==> src/rtl/bessel_first_kind_simpson_top_macros.svh <==
// Assertion macros for the Bessel integral block.
// Used by the top level only; depends on nothing.
`ifndef BESSEL_FIRST_KIND_SIMPSON_TOP_MACROS_SVH
`define BESSEL_FIRST_KIND_SIMPSON_TOP_MACROS_SVH

// same-cycle implication
`define BFKS_ASSERT_IMP(lbl, clk, rst, ante, cons, msg) \
   lbl: assert property (@(posedge clk) disable iff (rst) (ante) |-> (cons)) \
      else $error(msg);

// next-cycle implication
`define BFKS_ASSERT_NXT(lbl, clk, rst, ante, cons, msg) \
   lbl: assert property (@(posedge clk) disable iff (rst) (ante) |=> (cons)) \
      else $error(msg);

`endif

==> src/rtl/bfks_cdiv.sv <==
// Pipelined division by a constant: reciprocal multiply, then one correction.
// Two register stages. No dependencies.
module bfks_cdiv #(
   parameter int K  = 3,
   parameter int AW = 32,
   parameter int SW = 1
) (
   input  logic          clock,
   input  logic          reset,
   input  logic          in_valid,
   input  logic [AW-1:0] a,
   input  logic [SW-1:0] side,
   output logic          out_valid,
   output logic [AW-1:0] q,
   output logic [SW-1:0] side_out
);
   localparam int          KW    = $clog2(K + 1);
   localparam logic [63:0] M64   = (64'd1 << AW) / K;
   localparam logic [AW-1:0] MULT = M64[AW-1:0];
   localparam logic [KW-1:0] KV  = KW'(K);

   logic [2*AW-1:0]  prod_in, prod_ff;
   logic [AW-1:0]    a_ff, qe, rem, q_in, q_ff;
   logic [AW+KW-1:0] back;
   logic [SW-1:0]    side_ff, side2_ff;
   logic             v_ff, v2_ff;

   assign prod_in = {{AW{1'b0}}, a} * {{AW{1'b0}}, MULT};
   assign qe      = prod_ff[2*AW-1:AW];
   assign back    = {{KW{1'b0}}, qe} * {{AW{1'b0}}, KV};
   assign rem     = a_ff - back[AW-1:0];
   assign q_in    = (rem >= AW'(K)) ? qe + 1'b1 : qe;

   always_ff @(posedge clock) begin
      if (reset) begin
         v_ff  <= 1'b0;
         v2_ff <= 1'b0;
      end else begin
         v_ff  <= in_valid;
         v2_ff <= v_ff;
      end
      prod_ff  <= prod_in;
      a_ff     <= a;
      side_ff  <= side;
      q_ff     <= q_in;
      side2_ff <= side_ff;
   end

   assign out_valid = v2_ff;
   assign q         = q_ff;
   assign side_out  = side2_ff;
endmodule

==> config.mk <==
export PLATFORM = sky130hd
export DESIGN_NAME = bfks_cdiv
export DESIGN_NICKNAME = d
export VERILOG_FILES = /design/src/rtl/bessel_first_kind_simpson_top_macros.svh /design/src/rtl/bfks_cdiv.sv
export SDC_FILE = /design/constraint.sdc
export NUM_CORES = 1
export LEC_CHECK = 0
export ABC_AREA = 1
export CORE_UTILIZATION = 40
export CTS_BUF_LIST = sky130_fd_sc_hd__clkbuf_4 sky130_fd_sc_hd__clkbuf_8 sky130_fd_sc_hd__clkbuf_16
export DETAILED_ROUTE_END_ITERATION = 8
export DONT_BUFFER_PORTS = 1
export GPL_ROUTABILITY_DRIVEN = 0
export GPL_TIMING_DRIVEN = 0
export REMOVE_ABC_BUFFERS = 1
export SLEW_MARGIN = 20
export SYNTH_ARGS = -nofsm -noshare
export SYNTH_HDL_FRONTEND = slang
export SYNTH_SLANG_ARGS = --single-unit
==> constraint.sdc <==
create_clock -name clock -period 19.7 [get_ports clock]
set_input_delay 1.97 -clock clock [delete_from_list [all_inputs] [get_ports clock]]
set_output_delay 1.97 -clock clock [all_outputs]
set_load 0.005 [all_outputs]
==> impl_results.md <==
* Max Freq at 116.9 MHz
* Clk_skew at 0.01012 ns
* Setup violations, final at 0
* Max clock buf depth at 2
* Post-DP HPWL at 62.66 mm
* Clk sink count at 99
* Setup Buffers After CTS at 0
* Most used DFF post-synth: dfxtp_1
* Chip Width at 241.8 um
* CTS tree: done
* FFs w/ async S/R, synth at 0
* Worst EP required at 19.94 ns
* Hold slack at 0.3334 ns
* Vias per inst at 5.100
* Hold buffer count at cts at 0
* Post-synthesis sequential area ratio at 0.08616
* Share of cells above drive strength 1 at 0.01170
* Worst-Skew Late Latency at 0.37 ns
* DRT met1 WL at 30.12 mm
* Slew Viols, Final at 0
* Area of the mapped netlist at 23000 um2
* Worst Path Arrival at 8.79 ns
* Unrepaired setup endpoints after global routing: no
* Io pins at 70
* Worst Tran Pin Value at 0.9943 ns
* Metal2 WL at 32.48 mm
* Setup TNS at 0 ns
* Vias in the first global route at 18.72k
* Detail Route Antenna Nets at 0
* Crit end category: flip-flop
* Area of the die at 58470 um2
* Post-synthesis compound-gate area fraction at 0.05184
* Post_cts resized at 0
* Slew HR at 0.3311
* Max-cap violations at 0
* Row Count at 87
* Crit path max fanout at 9
* Fin crit share at 0.4343
* Post-synth EDFFs at 0
* Routed vias at 18.24k
* Kind of critical path: primary input to flip-flop
* Simple-Gate Fraction of Synth Area at 0.1596
* Initial antenna violation count at 0
* Largest family of logic cells by synthesized area: adder cells
* Diode count at 0
* Post-layout net count at 3624
* DR top layer: met4
* DIE HEIGHT at 241.8 um
* Count of input and output buffers at 0
* First-pass GRT wire length at 106.3 mm
* XOR/XNOR Fraction of Synth Area at 0.03732
* Mux contribution to synthesized area at 0
* Final hold vios at 0
* # fillers at 5695
* WL final at 69.83 mm
* Startpoint Class: primary input
* Detailed Route Iter0 Violations at 1526
* Status: finished, final reports clean
* FF+latch area at 1982 um2
* CORE AREA at 56600 um2
* Post-Synth Adder-Cell Area at 0.5399
* DRC at 0
* Starting density of the core at 0.4064
* Layout area overhead at 5.380%
* Post-Syn Area per Cell at 8.165 um2
* Yosys reg bits at 99
* H-tree levels at 3
* Pin count of the biggest net entering global routing at 33
* Min Tclk post-route at 8.556 ns
* Grt ovf at 0
* Reg clk slew, reported paths at 0.07 ns
* Avg WL per Cell at 19.53 um
* Syn Inst Count at 2817
* Distinct cell type count after synthesis at 43
* First-pass DRT Iterations at 6
* Yosys warnings at 0
* Detail Route met3 WL at 4.736 mm
* Num CTS Buffers at 9
* Multi-input logic area at 18140 um2
* Total track usage at 0.2394
* CTS root buf: clkbuf_16
* Hold Crit Class: flip-flop to flip-flop
==> flip-flops by register name (all words and copies together) (netlist names) <==
register / flops
q: 32
prod_ff: 31
out_valid: 1
side_ff: 1
side_out: 1
a_ff: 32
v_ff: 1
==> layout make-up <==
cell class	instances	share of cell area
multi-input combinational	1962	0.7484
tap	756	0.03902
clock buffer	9	0.009291
sequential	99	0.08176
clock inverter	7	0.006452
inverter	743	0.1151
==> cell usage after synthesis, drive strengths merged (13+ instances only) <==
cell / instances / area share
nand4: 51 / 0.014
nand3: 77 / 0.018
inv: 742 / 0.12
nor2: 185 / 0.032
nor3: 16 / 0.0035
a31oi: 15 / 0.0041
a21o: 19 / 0.0062
nand2: 520 / 0.085
ha: 407 / 0.22
dfxtp: 99 / 0.086
xor2: 69 / 0.026
a21oi: 102 / 0.022
xnor2: 29 / 0.011
fa: 366 / 0.32
o21ai: 55 / 0.012
nor4: 13 / 0.0035
==> final timing paths <==
path                    endpoint                start  cells past startpoint  slack [ns]
min             side_out$_DFF_P_      side_ff$_DFF_P_                      0        0.33
max          prod_ff[49]$_DFF_P_                 a[1]                     22       11.14
max reg2reg         q[1]$_DFF_P_  prod_ff[34]$_DFF_P_                     19       15.36
min reg2reg     side_out$_DFF_P_      side_ff$_DFF_P_                      0        0.33
==> cells by family after synthesis <==
| group | after synthesis |
|---|---|
| compound gates | 213 |
| xor+xnor | 98 |
| fa+ha+maj | 773 |
| buf+inv | 756 |
| flops | 99 |
| simple gates | 878 |
==> through the flow <==
| stage | cell area, um2 | utilization | setup slack, ns | cells |
|---|---|---|---|---|
| after global placement | 23860 | 0.4215 | 11.01 | 3560 |
| after global routing | 24240 | 0.4282 | 10.96 | 3576 |
| after floorplan | 22910 | - | 12.05 | 2804 |
| after CTS | 24240 | 0.4282 | 11.37 | 3576 |
| final | 24240 | 0.4282 | 11.14 | 3576 |
| after detailed placement | 23860 | 0.4215 | 10.98 | 3560 |
==> critical path, stage by stage <==
cell	delay (ns)
ha_1	0.41
xor2_1	0.59
ha_1	0.39
inv_1	0.09
fa_1	0.41
inv_1	0.09
fa_1	0.50
fa_1	0.57
fa_1	0.45
fa_1	0.50
inv_1	0.05
fa_1	0.53
inv_1	0.06
ha_1	0.32
nand2_1	0.11
nor2_1	0.20
inv_1	0.08
nor4_1	0.82
nand3_1	0.15
nand2_1	0.23
a21oi_1	0.11
xnor2_1	0.14
==> cells in the final DEF (no fill, tap or decap), drive strengths merged <==
cell / Yosys / final
nand2: 520 / 520
and2: 5 / 5
a21o: 19 / 19
o31ai: 1 / 1
a211oi: 1 / 1
inv: 742 / 744
a21oi: 102 / 102
nor4: 13 / 13
a311oi: 1 / 1
o21bai: 5 / 5
or2: 3 / 3
ha: 407 / 407
o21a: 9 / 9
clkbuf: 1 / 9
a21boi: 1 / 1
and3: 3 / 3
a221oi: 1 / 1
o21ai: 55 / 55
a31oi: 15 / 15
bufinv: 0 / 4
fa: 366 / 366
xnor2: 29 / 29
nand3b: 3 / 3
dfxtp: 99 / 99
o221ai: 1 / 1
o211ai: 1 / 1
nor4b: 1 / 1
xor2: 69 / 69
nor3: 16 / 16
and3b: 1 / 1
nand3: 77 / 77
o2111ai: 1 / 1
nor2: 185 / 185
nand4: 51 / 51
clkinv: 1 / 2
==> routing by layer <==
metal / vias up / track usage
met5: - / 0
met4: 0 / 0.08302
met3: 124 / 0.03385
met2: 709 / 0.3982
met1: 8812 / 0.3175
li1: 8591 / -
Power is left out: the tool's default activity adds up to more than one toggle a clock period on the data nets, which glitch-free logic cannot reach.
